`config.mk`:
```
export PLATFORM = sky130hd
export DESIGN_NAME = fixed_frame_checker_crc16_core_flat
export DESIGN_NICKNAME = d
export VERILOG_FILES = /design/src/hdl/ffc_pkg.sv /design/src/hdl/ffc_if.sv /design/src/hdl/ffc_frame_engine.sv /design/src/hdl/fixed_frame_checker_crc16_core.sv /design/src/flat_wrapper.sv
export SDC_FILE = /design/constraint.sdc
export NUM_CORES = 1
export LEC_CHECK = 0
export BUFFER_PORTS_ARGS = -buffer_cell sky130_fd_sc_hd__buf_2
export CORE_MARGIN = 1
export CORE_UTILIZATION = 55
export DETAILED_ROUTE_END_ITERATION = 7
export PLACE_DENSITY = 0.81
export RECOVER_POWER = 50
export SLEW_MARGIN = 20
export SYNTH_ARGS = -nofsm -noshare
export SYNTH_HDL_FRONTEND = slang
export SYNTH_HIERARCHICAL = 1
export SYNTH_SLANG_ARGS = --single-unit
export TNS_END_PERCENT = 50
```
`constraint.sdc`:
```
create_clock -name clk -period 11.6 [get_ports clk]
set_input_delay 1.74 -clock clk [delete_from_list [all_inputs] [get_ports clk]]
set_output_delay 1.74 -clock clk [all_outputs]
set_load 0.02 [all_outputs]
```
`src/hdl/ffc_pkg.sv`:
```
// ffc_pkg: frame layout constants, error codes, result type and crc byte update
`timescale 1ns / 1ps

package ffc_pkg;

    localparam logic [7:0]  START_MARK  = 8'h7b;
    localparam logic [7:0]  END_MARK    = 8'h7d;
    localparam logic [15:0] CRC_POLY    = 16'h8408;

    localparam logic [5:0]  POS_START   = 6'd0;
    localparam logic [5:0]  POS_TYPE    = 6'd1;
    localparam logic [5:0]  POS_SEQ     = 6'd2;
    localparam logic [5:0]  POS_LEN     = 6'd3;
    localparam logic [5:0]  POS_PAYLOAD = 6'd4;
    localparam logic [5:0]  POS_CRC_LO  = 6'd61;
    localparam logic [5:0]  POS_CRC_HI  = 6'd62;
    localparam logic [5:0]  POS_END     = 6'd63;
    localparam logic [7:0]  PAYLOAD_MAX = 8'd57;

    typedef enum logic [2:0] {
        ERR_NONE   = 3'd0,
        ERR_START  = 3'd1,
        ERR_END    = 3'd2,
        ERR_LENGTH = 3'd3,
        ERR_CRC    = 3'd4
    } ffc_err_t;

    localparam logic KIND_PAYLOAD = 1'b0;
    localparam logic KIND_STATUS  = 1'b1;

    typedef struct packed {
        logic       kind;
        logic [7:0] payload_byte;
        logic [5:0] payload_index;
        logic       frame_ok;
        ffc_err_t   error_code;
        logic [7:0] type_res;
        logic [7:0] sequence_res;
        logic [7:0] length_res;
    } ffc_result_t;

    // reflected crc-16, one byte, lsb first
    function automatic logic [15:0] crc_byte(input logic [15:0] crc, input logic [7:0] b);
        logic [15:0] c;
        c = crc ^ {8'h00, b};
        for (int i = 0; i < 8; i++)
        begin
            c = c[0] ? ((c >> 1) ^ CRC_POLY) : (c >> 1);
        end
        return c;
    endfunction

endpackage

```
`src/hdl/ffc_if.sv`:
```
// ffc_if: valid/ready channels for the raw byte input and the result output
`timescale 1ns / 1ps

interface ffc_in_if;
    logic       valid;
    logic       ready;
    logic [7:0] data_byte;

    modport source (output valid, output data_byte, input ready);
    modport sink   (input valid, input data_byte, output ready);
endinterface

interface ffc_out_if;
    logic       valid;
    logic       ready;
    logic       kind;
    logic [7:0] payload_byte;
    logic [5:0] payload_index;
    logic       frame_ok;
    logic [2:0] error_code;
    logic [7:0] type_res;
    logic [7:0] sequence_res;
    logic [7:0] length_res;

    modport source (output valid, output kind, output payload_byte, output payload_index,
                    output frame_ok, output error_code, output type_res,
                    output sequence_res, output length_res, input ready);
    modport sink   (input valid, input kind, input payload_byte, input payload_index,
                    input frame_ok, input error_code, input type_res,
                    input sequence_res, input length_res, output ready);
endinterface

```
`src/hdl/ffc_frame_engine.sv`:
```
// ffc_frame_engine: frame position, crc and held header state, result decode per byte
`timescale 1ns / 1ps

module ffc_frame_engine
    import ffc_pkg::*;
(
    input  logic        clk,
    input  logic        rst_n,
    input  logic        step,
    input  logic [7:0]  data_byte,
    output logic        has_result,
    output ffc_result_t result
);

    logic [5:0]  pos_reg,      pos_next;
    logic [15:0] crc_reg,      crc_next;
    logic        start_ok_reg, start_ok_next;
    logic [7:0]  type_reg,     type_next;
    logic [7:0]  seq_reg,      seq_next;
    logic [7:0]  len_reg,      len_next;
    logic [7:0]  crc_lo_reg,   crc_lo_next;
    logic [5:0]  idx;
    ffc_err_t    err;

    assign idx = pos_reg - POS_PAYLOAD;

    always_comb
    begin
        if (!start_ok_reg)
        begin
            err = ERR_START;
        end
        else if (data_byte != END_MARK)
        begin
            err = ERR_END;
        end
        else if (len_reg > PAYLOAD_MAX)
        begin
            err = ERR_LENGTH;
        end
        else if (crc_reg != 16'h0000)
        begin
            err = ERR_CRC;
        end
        else
        begin
            err = ERR_NONE;
        end
    end

    always_comb
    begin
        pos_next      = pos_reg + 6'd1;
        crc_next      = crc_reg;
        start_ok_next = start_ok_reg;
        type_next     = type_reg;
        seq_next      = seq_reg;
        len_next      = len_reg;
        crc_lo_next   = crc_lo_reg;
        has_result    = 1'b0;

        result              = '0;
        result.error_code   = ERR_NONE;
        result.type_res     = type_reg;
        result.sequence_res = seq_reg;
        result.length_res   = len_reg;

        if (pos_reg == POS_START)
        begin
            start_ok_next = (data_byte == START_MARK);
            crc_next      = 16'h0000;
        end
        else if (pos_reg < POS_CRC_LO)
        begin
            crc_next = crc_byte(crc_reg, data_byte);
            if (pos_reg == POS_TYPE)
            begin
                type_next = data_byte;
            end
            else if (pos_reg == POS_SEQ)
            begin
                seq_next = data_byte;
            end
            else if (pos_reg == POS_LEN)
            begin
                len_next = data_byte;
            end
            else if ({2'b00, idx} < len_reg)
            begin
                has_result           = 1'b1;
                result.kind          = KIND_PAYLOAD;
                result.payload_byte  = data_byte;
                result.payload_index = idx;
            end
        end
        else if (pos_reg == POS_CRC_LO)
        begin
            crc_lo_next = data_byte;
        end
        else if (pos_reg == POS_CRC_HI)
        begin
            crc_next = crc_reg ^ {data_byte, crc_lo_reg};
        end
        else
        begin
            has_result        = 1'b1;
            result.kind       = KIND_STATUS;
            result.frame_ok   = (err == ERR_NONE);
            result.error_code = err;
        end
    end

    always_ff @(posedge clk or negedge rst_n)
    begin
        if (!rst_n)
        begin
            pos_reg      <= '0;
            crc_reg      <= '0;
            start_ok_reg <= 1'b0;
            type_reg     <= '0;
            seq_reg      <= '0;
            len_reg      <= '0;
            crc_lo_reg   <= '0;
        end
        else if (step)
        begin
            pos_reg      <= pos_next;
            crc_reg      <= crc_next;
            start_ok_reg <= start_ok_next;
            type_reg     <= type_next;
            seq_reg      <= seq_next;
            len_reg      <= len_next;
            crc_lo_reg   <= crc_lo_next;
        end
    end

    // position moves by exactly one per processed byte
    a_pos_step: assert property (@(posedge clk) disable iff (!rst_n)
        step |=> pos_reg == $past(pos_reg) + 6'd1)
        else $error("frame position did not advance by one");

    // status beats come only from the end mark position
    a_status_pos: assert property (@(posedge clk) disable iff (!rst_n)
        (has_result && result.kind == KIND_STATUS) |-> pos_reg == POS_END)
        else $error("status beat outside end position");

    // payload beats carry an index below both the limit and the length byte
    a_payload_idx: assert property (@(posedge clk) disable iff (!rst_n)
        (has_result && result.kind == KIND_PAYLOAD) |->
        ({2'b00, result.payload_index} < PAYLOAD_MAX &&
         {2'b00, result.payload_index} < len_reg))
        else $error("payload index out of range");

    // frame_ok and a zero error code go together on status beats
    a_ok_code: assert property (@(posedge clk) disable iff (!rst_n)
        (has_result && result.kind == KIND_STATUS) |->
        (result.frame_ok == (result.error_code == ERR_NONE)))
        else $error("frame_ok disagrees with error code");

endmodule

```
`src/hdl/fixed_frame_checker_crc16_core.sv`:
```
// fixed_frame_checker_crc16_core: top level of the fixed 64-byte frame checker
`timescale 1ns / 1ps

// Checks a stream of fixed 64-byte frames, one byte per input beat, with the byte
// position counted from reset and wrapping from 63 to 0 so frames run back to back.
// Byte 0 must be 0x7b, bytes 1..3 carry type, sequence and payload length, bytes
// 4..60 are payload, 61..62 the crc (low byte first) and byte 63 must be 0x7d. A
// reflected crc-16 (poly 0x8408, init 0, no final xor) covers bytes 1..60. Each
// payload byte whose index is below the length byte gives one payload beat as it
// passes; byte 63 gives one status beat whose error code names the first failing
// check in the order start, end, length over 57, crc. The block takes one byte per
// cycle while not stalled: a byte goes into an input register, from which the frame
// engine updates its state with an unrolled eight-bit crc step and writes any result
// beat into the output register. A full output register that is not taken only
// stalls the input when the byte waiting in the input register would itself give a
// result beat.
module fixed_frame_checker_crc16_core
    import ffc_pkg::*;
(
    input  logic      clk,
    input  logic      rst_n,
    ffc_in_if.sink    in_ch,
    ffc_out_if.source out_ch
);

    // input register
    logic        in_vld_reg,  in_vld_next;
    logic [7:0]  in_byte_reg;

    // output register
    logic        out_vld_reg, out_vld_next;
    ffc_result_t out_res_reg;

    // engine handshake
    logic        advance;
    logic        has_result;
    ffc_result_t result;

    ffc_frame_engine u_engine (
        .clk        (clk),
        .rst_n      (rst_n),
        .step       (advance),
        .data_byte  (in_byte_reg),
        .has_result (has_result),
        .result     (result)
    );

    // process the held byte unless its result beat has nowhere to go
    assign advance     = in_vld_reg && (!has_result || !out_vld_reg || out_ch.ready);
    assign in_ch.ready = !in_vld_reg || advance;

    always_comb
    begin
        in_vld_next = in_vld_reg;
        if (in_ch.valid && in_ch.ready)
        begin
            in_vld_next = 1'b1;
        end
        else if (advance)
        begin
            in_vld_next = 1'b0;
        end

        out_vld_next = out_vld_reg;
        if (advance && has_result)
        begin
            out_vld_next = 1'b1;
        end
        else if (out_ch.ready)
        begin
            out_vld_next = 1'b0;
        end
    end

    always_ff @(posedge clk or negedge rst_n)
    begin
        if (!rst_n)
        begin
            in_vld_reg  <= 1'b0;
            out_vld_reg <= 1'b0;
        end
        else
        begin
            in_vld_reg  <= in_vld_next;
            out_vld_reg <= out_vld_next;
        end
    end

    // payload registers, no reset
    always_ff @(posedge clk)
    begin
        if (in_ch.valid && in_ch.ready)
        begin
            in_byte_reg <= in_ch.data_byte;
        end
        if (advance && has_result)
        begin
            out_res_reg <= result;
        end
    end

    assign out_ch.valid         = out_vld_reg;
    assign out_ch.kind          = out_res_reg.kind;
    assign out_ch.payload_byte  = out_res_reg.payload_byte;
    assign out_ch.payload_index = out_res_reg.payload_index;
    assign out_ch.frame_ok      = out_res_reg.frame_ok;
    assign out_ch.error_code    = out_res_reg.error_code;
    assign out_ch.type_res      = out_res_reg.type_res;
    assign out_ch.sequence_res  = out_res_reg.sequence_res;
    assign out_ch.length_res    = out_res_reg.length_res;

    // a result beat is never dropped: a pending beat is either taken or kept
    a_no_overwrite: assert property (@(posedge clk) disable iff (!rst_n)
        (out_vld_reg && !out_ch.ready) |-> !(advance && has_result))
        else $error("pending result beat overwritten");

    // input stalls only behind a result-bearing byte and a blocked output
    a_stall_cause: assert property (@(posedge clk) disable iff (!rst_n)
        !in_ch.ready |-> (in_vld_reg && has_result && out_vld_reg && !out_ch.ready))
        else $error("input stalled without cause");

    // a held byte that is not processed stays held
    a_hold_byte: assert property (@(posedge clk) disable iff (!rst_n)
        (in_vld_reg && !advance) |=> (in_vld_reg && $stable(in_byte_reg)))
        else $error("held input byte lost");

endmodule

```
`src/flat_wrapper.sv`:
```
// flat-port wrapper written by rule: the top's interface ports become plain ports
module fixed_frame_checker_crc16_core_flat import ffc_pkg::*;
  (clk, rst_n, in_ch_valid, in_ch_data_byte, in_ch_ready, out_ch_valid, out_ch_kind, out_ch_payload_byte, out_ch_payload_index, out_ch_frame_ok, out_ch_error_code, out_ch_type_res, out_ch_sequence_res, out_ch_length_res, out_ch_ready);
  ffc_in_if in_ch_i ();
  ffc_out_if out_ch_i ();
  input  logic clk;
  input  logic rst_n;
  input wire logic [$bits(in_ch_i.valid)-1:0] in_ch_valid;
  input wire logic [$bits(in_ch_i.data_byte)-1:0] in_ch_data_byte;
  output wire logic [$bits(in_ch_i.ready)-1:0] in_ch_ready;
  output wire logic [$bits(out_ch_i.valid)-1:0] out_ch_valid;
  output wire logic [$bits(out_ch_i.kind)-1:0] out_ch_kind;
  output wire logic [$bits(out_ch_i.payload_byte)-1:0] out_ch_payload_byte;
  output wire logic [$bits(out_ch_i.payload_index)-1:0] out_ch_payload_index;
  output wire logic [$bits(out_ch_i.frame_ok)-1:0] out_ch_frame_ok;
  output wire logic [$bits(out_ch_i.error_code)-1:0] out_ch_error_code;
  output wire logic [$bits(out_ch_i.type_res)-1:0] out_ch_type_res;
  output wire logic [$bits(out_ch_i.sequence_res)-1:0] out_ch_sequence_res;
  output wire logic [$bits(out_ch_i.length_res)-1:0] out_ch_length_res;
  input wire logic [$bits(out_ch_i.ready)-1:0] out_ch_ready;
  assign in_ch_i.valid = in_ch_valid;
  assign in_ch_i.data_byte = in_ch_data_byte;
  assign in_ch_ready = in_ch_i.ready;
  assign out_ch_valid = out_ch_i.valid;
  assign out_ch_kind = out_ch_i.kind;
  assign out_ch_payload_byte = out_ch_i.payload_byte;
  assign out_ch_payload_index = out_ch_i.payload_index;
  assign out_ch_frame_ok = out_ch_i.frame_ok;
  assign out_ch_error_code = out_ch_i.error_code;
  assign out_ch_type_res = out_ch_i.type_res;
  assign out_ch_sequence_res = out_ch_i.sequence_res;
  assign out_ch_length_res = out_ch_i.length_res;
  assign out_ch_i.ready = out_ch_ready;
  fixed_frame_checker_crc16_core u_core (.clk(clk), .rst_n(rst_n), .in_ch(in_ch_i), .out_ch(out_ch_i));
endmodule
```
# ---- Yosys cells after proc, flatten, opt, wreduce, memory -nomap -nowiden
# Index checks and enable logic that the tools add are counted.
dict set report classes {
  reduce_logical 23
  n_lt_le_gt_ge 3
  n_bitwise 15
  mux 29
  eq_ne 8
  addsub 2
}
# op count
set ops {}
lappend ops {{$mux 16} 12}
lappend ops {{$not 2->3} 8}
lappend ops {{$reduce_bool 16->1} 1}
lappend ops {{$xor 16x16->16} 1}
lappend ops {{$xor 16x8->16} 1}
lappend ops {{$mux 1} 13}
lappend ops {{$eq 6x2->1 const B} 2}
lappend ops {{$eq 6x6->1 const B} 2}
lappend ops {{$mux 3} 4}
lappend ops {{$eq 8x7->1 const B} 1}
lappend ops {{$gt 8x6->1 const B} 1}
lappend ops {{$lt 6x8->1} 1}
lappend ops {{$ne 8x7->1 const B} 1}
lappend ops {{$reduce_and 4->1} 2}
lappend ops {{$add 6x1->6 const B} 1}
lappend ops {{$eq 6x1->1 const B} 1}
lappend ops {{$logic_not 6->1} 1}
lappend ops {{$lt 6x6->1 const B} 1}
lappend ops {{$reduce_and 6->1} 1}
lappend ops {{$reduce_or 6->1} 1}
lappend ops {{$sub 6x3->6 const B} 1}
lappend ops {{$not 1->1} 5}
lappend ops {{$reduce_and 5->1} 1}
lappend ops {{$reduce_bool 2->1} 2}
lappend ops {{9 further kinds} 15}
dict set report word_totals {
  wordCells 98
  regBits 108
  inputBits 12
  out_inout_bits 45
}

# ---- Logic depth before layout (Yosys ltp)
dict set report depth {
  ltp_word 19
  ltp_mapped 16
}

# ---- By module
# Netlist, hierarchy kept.
# module cells_each instances seq_area_each_um2 area_each_um2
set modules_own_cells {}
lappend modules_own_cells {ffc_frame_engine 327 1 1376.3 3331.9}
lappend modules_own_cells {fixed_frame_checker_crc16_core 61 1 1581.5 1639.1}

# ---- Worst setup path after synthesis
# OpenSTA, ideal clock, no wires.
dict set report synth_path {
  kind {reg-to-reg}
  from {register u_core.u_engine.pos_reg[3]}
  to {register u_core.out_res_reg (netlist bit u_core/out_ch.error_code[0]) (enable)}
  path_slack_ps 7277
  t_arrival_ps 3879
  setup_time_ps 444
  path_stages_with_launch 12
  n_path_buf 0
  cell_sequence {dfrtp_1 inv_1 ha_1 inv_1 ha_1 a211o_1 a21oi_1 o21ai_0 a31oi_1 or2_2 nand2_1 nor2_1}
}
dict set report synth_via {
  elab_chain_cells 13
}
# item line
set synth_rtl {}
lappend synth_rtl {{start: declaration} ffc_frame_engine.sv:15} ;# logic [5:0] pos_reg, pos_next;
lappend synth_rtl {{start signal: assignment} ffc_frame_engine.sv:127} ;# pos_reg <= pos_next;
lappend synth_rtl {{$sub 6x3->6} ffc_frame_engine.sv:25} ;# assign idx = pos_reg - POS_PAYLOAD;
lappend synth_rtl {{$lt 6x8->1} ffc_frame_engine.sv:88} ;# else if ({2'b00, idx} < len_reg)
lappend synth_rtl {{$mux 1} ffc_frame_engine.sv:88}
lappend synth_rtl {{$mux 1} ffc_frame_engine.sv:84} ;# else if (pos_reg == POS_LEN)
lappend synth_rtl {{$mux 1} ffc_frame_engine.sv:80} ;# else if (pos_reg == POS_SEQ)
lappend synth_rtl {{$mux 1} ffc_frame_engine.sv:76} ;# if (pos_reg == POS_TYPE)
lappend synth_rtl {{$mux 1} ffc_frame_engine.sv:73} ;# else if (pos_reg < POS_CRC_LO)
lappend synth_rtl {{$mux 1 *} ffc_frame_engine.sv:68} ;# if (pos_reg == POS_START)
lappend synth_rtl {{via u_core.has_result} fixed_frame_checker_crc16_core.sv:36} ;# logic has_result;
lappend synth_rtl {{$logic_not 1->1} fixed_frame_checker_crc16_core.sv:49} ;# assign advance = in_vld_reg && (!has_result || !out_vld_reg || out_ch.ready);
lappend synth_rtl {{$logic_or 1x1->1 (2 in series)} fixed_frame_checker_crc16_core.sv:49}
lappend synth_rtl {{$logic_and 1x1->1} fixed_frame_checker_crc16_core.sv:49}
lappend synth_rtl {{$logic_and 1x1->1 *} fixed_frame_checker_crc16_core.sv:96} ;# if (advance && has_result)
lappend synth_rtl {{end signal: assignment} fixed_frame_checker_crc16_core.sv:98} ;# out_res_reg <= result;
lappend synth_rtl {{end: declaration} fixed_frame_checker_crc16_core.sv:32} ;# ffc_result_t out_res_reg;
# Mark *: on every way through the listed nets, which the timed path passes. The rest lies on a longest branch.
# A chain may end at the register's enable or synchronous reset.

# ---- Worst setup path after layout
dict set report layout_path {
  from {register u_core.u_engine.pos_reg[1]}
  to {register u_core.u_engine.crc_lo_reg[4]}
}
dict set report layout_via {
  elab_chain_cells 13
}
# item line
set layout_rtl {}
lappend layout_rtl {{$sub 6x3->6} ffc_frame_engine.sv:25}
lappend layout_rtl {{$lt 6x8->1} ffc_frame_engine.sv:88}
lappend layout_rtl {{$mux 1} ffc_frame_engine.sv:88}
lappend layout_rtl {{$mux 1} ffc_frame_engine.sv:84}
lappend layout_rtl {{$mux 1} ffc_frame_engine.sv:80}
lappend layout_rtl {{$mux 1} ffc_frame_engine.sv:76}
lappend layout_rtl {{$mux 1} ffc_frame_engine.sv:73}
lappend layout_rtl {{$mux 1 *} ffc_frame_engine.sv:68}
lappend layout_rtl {{via u_core.has_result} fixed_frame_checker_crc16_core.sv:36}
lappend layout_rtl {{$logic_not 1->1 *} fixed_frame_checker_crc16_core.sv:49}
lappend layout_rtl {{$logic_or 1x1->1 * (2 in series)} fixed_frame_checker_crc16_core.sv:49}
lappend layout_rtl {{$logic_and 1x1->1 *} fixed_frame_checker_crc16_core.sv:49}
lappend layout_rtl {{via u_core.advance} fixed_frame_checker_crc16_core.sv:35} ;# logic advance;
lappend layout_rtl {{$reduce_and 4->1 (no source line) *} n/a}
lappend layout_rtl {{end signal: assignment} ffc_frame_engine.sv:133} ;# crc_lo_reg <= crc_lo_next;
lappend layout_rtl {{end: declaration} ffc_frame_engine.sv:21} ;# logic [7:0] crc_lo_reg, crc_lo_next;
# Marks and branches as above.

==> results.sh <==
export IMPL_fin_total_pwr_uw=1781
export IMPL_coreArea_sq_um=8721
export IMPL_drc=0
export IMPL_p_per_area_nw_per_um2=326.9
export IMPL_wirelength_um=9989
export IMPL_worstSetupStartpointType="flop"
export IMPL_finalSetupViolCount=0
export IMPL_diodes=0
export IMPL_dr_pass1_iters=5
export IMPL_period_share_pct=45.89
export IMPL_ant_nets=0
export IMPL_required_ps=11870
export IMPL_setup_worst_path_class="reg2reg"
export IMPL_die_area_sq_um=9423
export IMPL_p_leak_uw=0.002203
export IMPL_initial_core_util_pct=57.00
export IMPL_ys_seq_elements=108
export IMPL_cts_made_buffers=9
export IMPL_grt_pass1_wl_um=16160
export IMPL_largest_reg_flops=16
export IMPL_clkTransAtPathRegs_ps=120
export IMPL_cts_resized=0
export IMPL_grt_use_total_pct=22.19
export IMPL_status="finished with violations"
export IMPL_place_congestion=0.8991
export IMPL_netlist_instances=388
export IMPL_finalHoldViolations=0
export IMPL_cap_violations=1
export IMPL_arrival_ps=5600
export IMPL_end_kind="flop"
export IMPL_relSlewSlack_pct=-108.8
export IMPL_layout_drive_gt1_share_pct=16.55
export IMPL_wl_per_cell_um=18.19
export IMPL_worst_slew_pin_slew_ps=3132
export IMPL_final_min_clock_period_ps=5323
export IMPL_ys_flop_type="dfrtp_1"
export IMPL_violations="capacitance limit, slew limit"
export IMPL_initialDrtViolationCount=307
export IMPL_ys_warn_count=6
export IMPL_timing_hold_ws_ps=458.6
export IMPL_tritoncts="yes"
export IMPL_synth_seq_area_share_pct=59.50
export IMPL_async_flop_share_pct=52.78
export IMPL_post_dp_cell_area_sq_um=5269
export IMPL_clk_latency_ps=380
export IMPL_ctsHoldBuffers=0
export IMPL_rsz0062_at_grt="no"
export IMPL_row_count=34
export IMPL_fin_nets=460
export IMPL_hpwl_um=6574
export IMPL_syn_avg_cell_area_sq_um=12.81
export IMPL_critPathMaxFanout=37
export IMPL_h_tree_depth=3
export IMPL_first_global_vias=3244
export IMPL_cts_buffer_depth=2
export IMPL_synth_edff_count=51
export IMPL_yosysUniqueCellTypes=53
export IMPL_port_buffers=56
export IMPL_slew_violations=58
export IMPL_die_y_um=97.07
export IMPL_syn_to_final_growth_pct=9.590
export IMPL_pin_count=57
export IMPL_vias=3243
export IMPL_max_freq_ghz=0.1879
export IMPL_ff2ff_setup_slack_ps=6280
export IMPL_fin_setup_tns_ps=0
export IMPL_grt_max_degree=58
export IMPL_vias_per_cell=5.907
export IMPL_globalRouteOverflowTotal=0
export IMPL_skew_ps=18.34
export IMPL_peakVddDrop_uv=152.4
export IMPL_antenna_found_initial=0
export IMPL_post_cts_setup_buffer_count=0
export IMPL_hold_path_class="reg2reg"
export IMPL_cts_sinks=108
export IMPL_clock_root_buffer="clkbuf_8"
export IMPL_syn_num_nets=412
export IMPL_die_w_um=97.07
export IMPL_fin_area_sq_um=5448
export IMPL_syn_area_sq_um=4971
kinds of logic after synthesis:
logic type      share of synthesized area, %
flops                                  59.50
simple gates                           12.28
compound gates                         7.098
buf+inv                                3.876
xor+xnor                               6.267
mux                                    7.954
fa+ha+maj                              3.020
layer usage:
metal / vias up / GRT usage (%) / wire, um
met5: - / 0 / 0
met4: 0 / 9.070 / 316
met3: 27 / 5.827 / 657
met2: 145 / 35.05 / 4710
met1: 1593 / 29.32 / 4304
li1: 1478 / - / -
synthesized netlist by cell type (2+ instances only):
cell | n | area [sq um]
o31a_1 | 2 | 17.52
clkbuf_2 | 4 | 20.02
nor3b_1 | 10 | 75.07
buf_6 | 4 | 45.04
nand4b_2 | 2 | 30.03
a21oi_1 | 12 | 60.06
clkbuf_1 | 9 | 33.78
nor2_1 | 18 | 67.56
nand4_1 | 3 | 18.77
a31oi_1 | 4 | 25.02
o221ai_1 | 2 | 17.52
mux2i_1 | 2 | 20.02
nand2b_1 | 6 | 37.54
mux2_2 | 24 | 270.3
buf_4 | 2 | 15.01
xor2_1 | 12 | 105.1
nand2_1 | 19 | 71.32
nor2b_1 | 3 | 18.77
inv_1 | 16 | 60.06
o21ai_0 | 32 | 160.2
xnor2_1 | 21 | 183.9
dfrtp_1 | 57 | 1426
mux2_4 | 7 | 105.1
and2_1 | 14 | 87.58
nor3_1 | 7 | 35.03
edfxtp_1 | 51 | 1531
nand3_1 | 3 | 15.01
nor4_1 | 6 | 37.54
ha_1 | 12 | 150.1
per-stage QoR:
step	util (%)	worst slack (ps)	instances
2_1_floorplan	-	7277	388
3_3_place_gp	60.42	6834	532
3_5_place_dp	60.42	6448	532
4_1_cts	62.83	6398	548
5_1_grt	62.47	5859	549
6_report	62.47	6277	549
final timing paths:
check                                           start                             to  cells after the start
setup / recovery           u_core/u_engine/pos_reg[1]  u_core/u_engine/crc_lo_reg[4]                     12
hold / removal             u_core/u_engine/seq_reg[4]  u_core/out_ch.sequence_res[4]                      0
hold reg to reg            u_core/u_engine/seq_reg[4]  u_core/out_ch.sequence_res[4]                      0
setup reg to reg           u_core/u_engine/pos_reg[1]  u_core/u_engine/crc_lo_reg[4]                     12
max in group asynchronous                       rst_n     u_core/u_engine/len_reg[2]                      2
min in group asynchronous                       rst_n     u_core/u_engine/crc_reg[1]                      2
power by group:
group | switching [uW] | internal (uW) | total [uW]
registers | 125 | 631 | 756
clock network | 147 | 88.1 | 235
logic | 486 | 304 | 790
layout make-up:
class | count | area (sq um)
multi-input cells | 243 | 1832
well taps | 108 | 135.1
fillers | 681 | 3273
inverters | 16 | 60.06
clock inverters | 7 | 86.33
flip-flops and latches | 108 | 2958
repair buffers | 58 | 252.7
clock buffers | 9 | 123.9
layout by cell type, fill, tap and decap left out, types with 2 or more instances in the layout:
cell,instances
nand2b_1,6
ha_1,12
inv_6,2
o21ai_0,32
xor2_1,12
mux2i_1,2
buf_2,15
nor3_1,7
a21oi_1,12
mux2_2,24
nand3_1,3
inv_1,16
nor2_1,17
clkbuf_8,9
o31a_1,2
xnor2_1,21
a31oi_1,4
nor3b_1,10
nand4b_2,2
o221ai_1,2
edfxtp_1,51
mux2_4,7
and2_1,14
dfrtp_1,57
nor2b_1,3
clkbuf_1,42
nand4_1,3
nor4_1,6
clkinv_8,2
nand2_1,19
critical path, stage by stage (launching register included):
cell and delay, ps:
dfrtp_1 530, inv_1 130, ha_1 250, nand4b_2 840, o21ai_0 360, a31oi_1 240, or2_2 460, a21boi_1 570
inv_1 290, nor3_1 370, nand2_1 170, nor4_4 590, mux2_2 410
No activity file was read; power rests on OpenSTA's default activity.
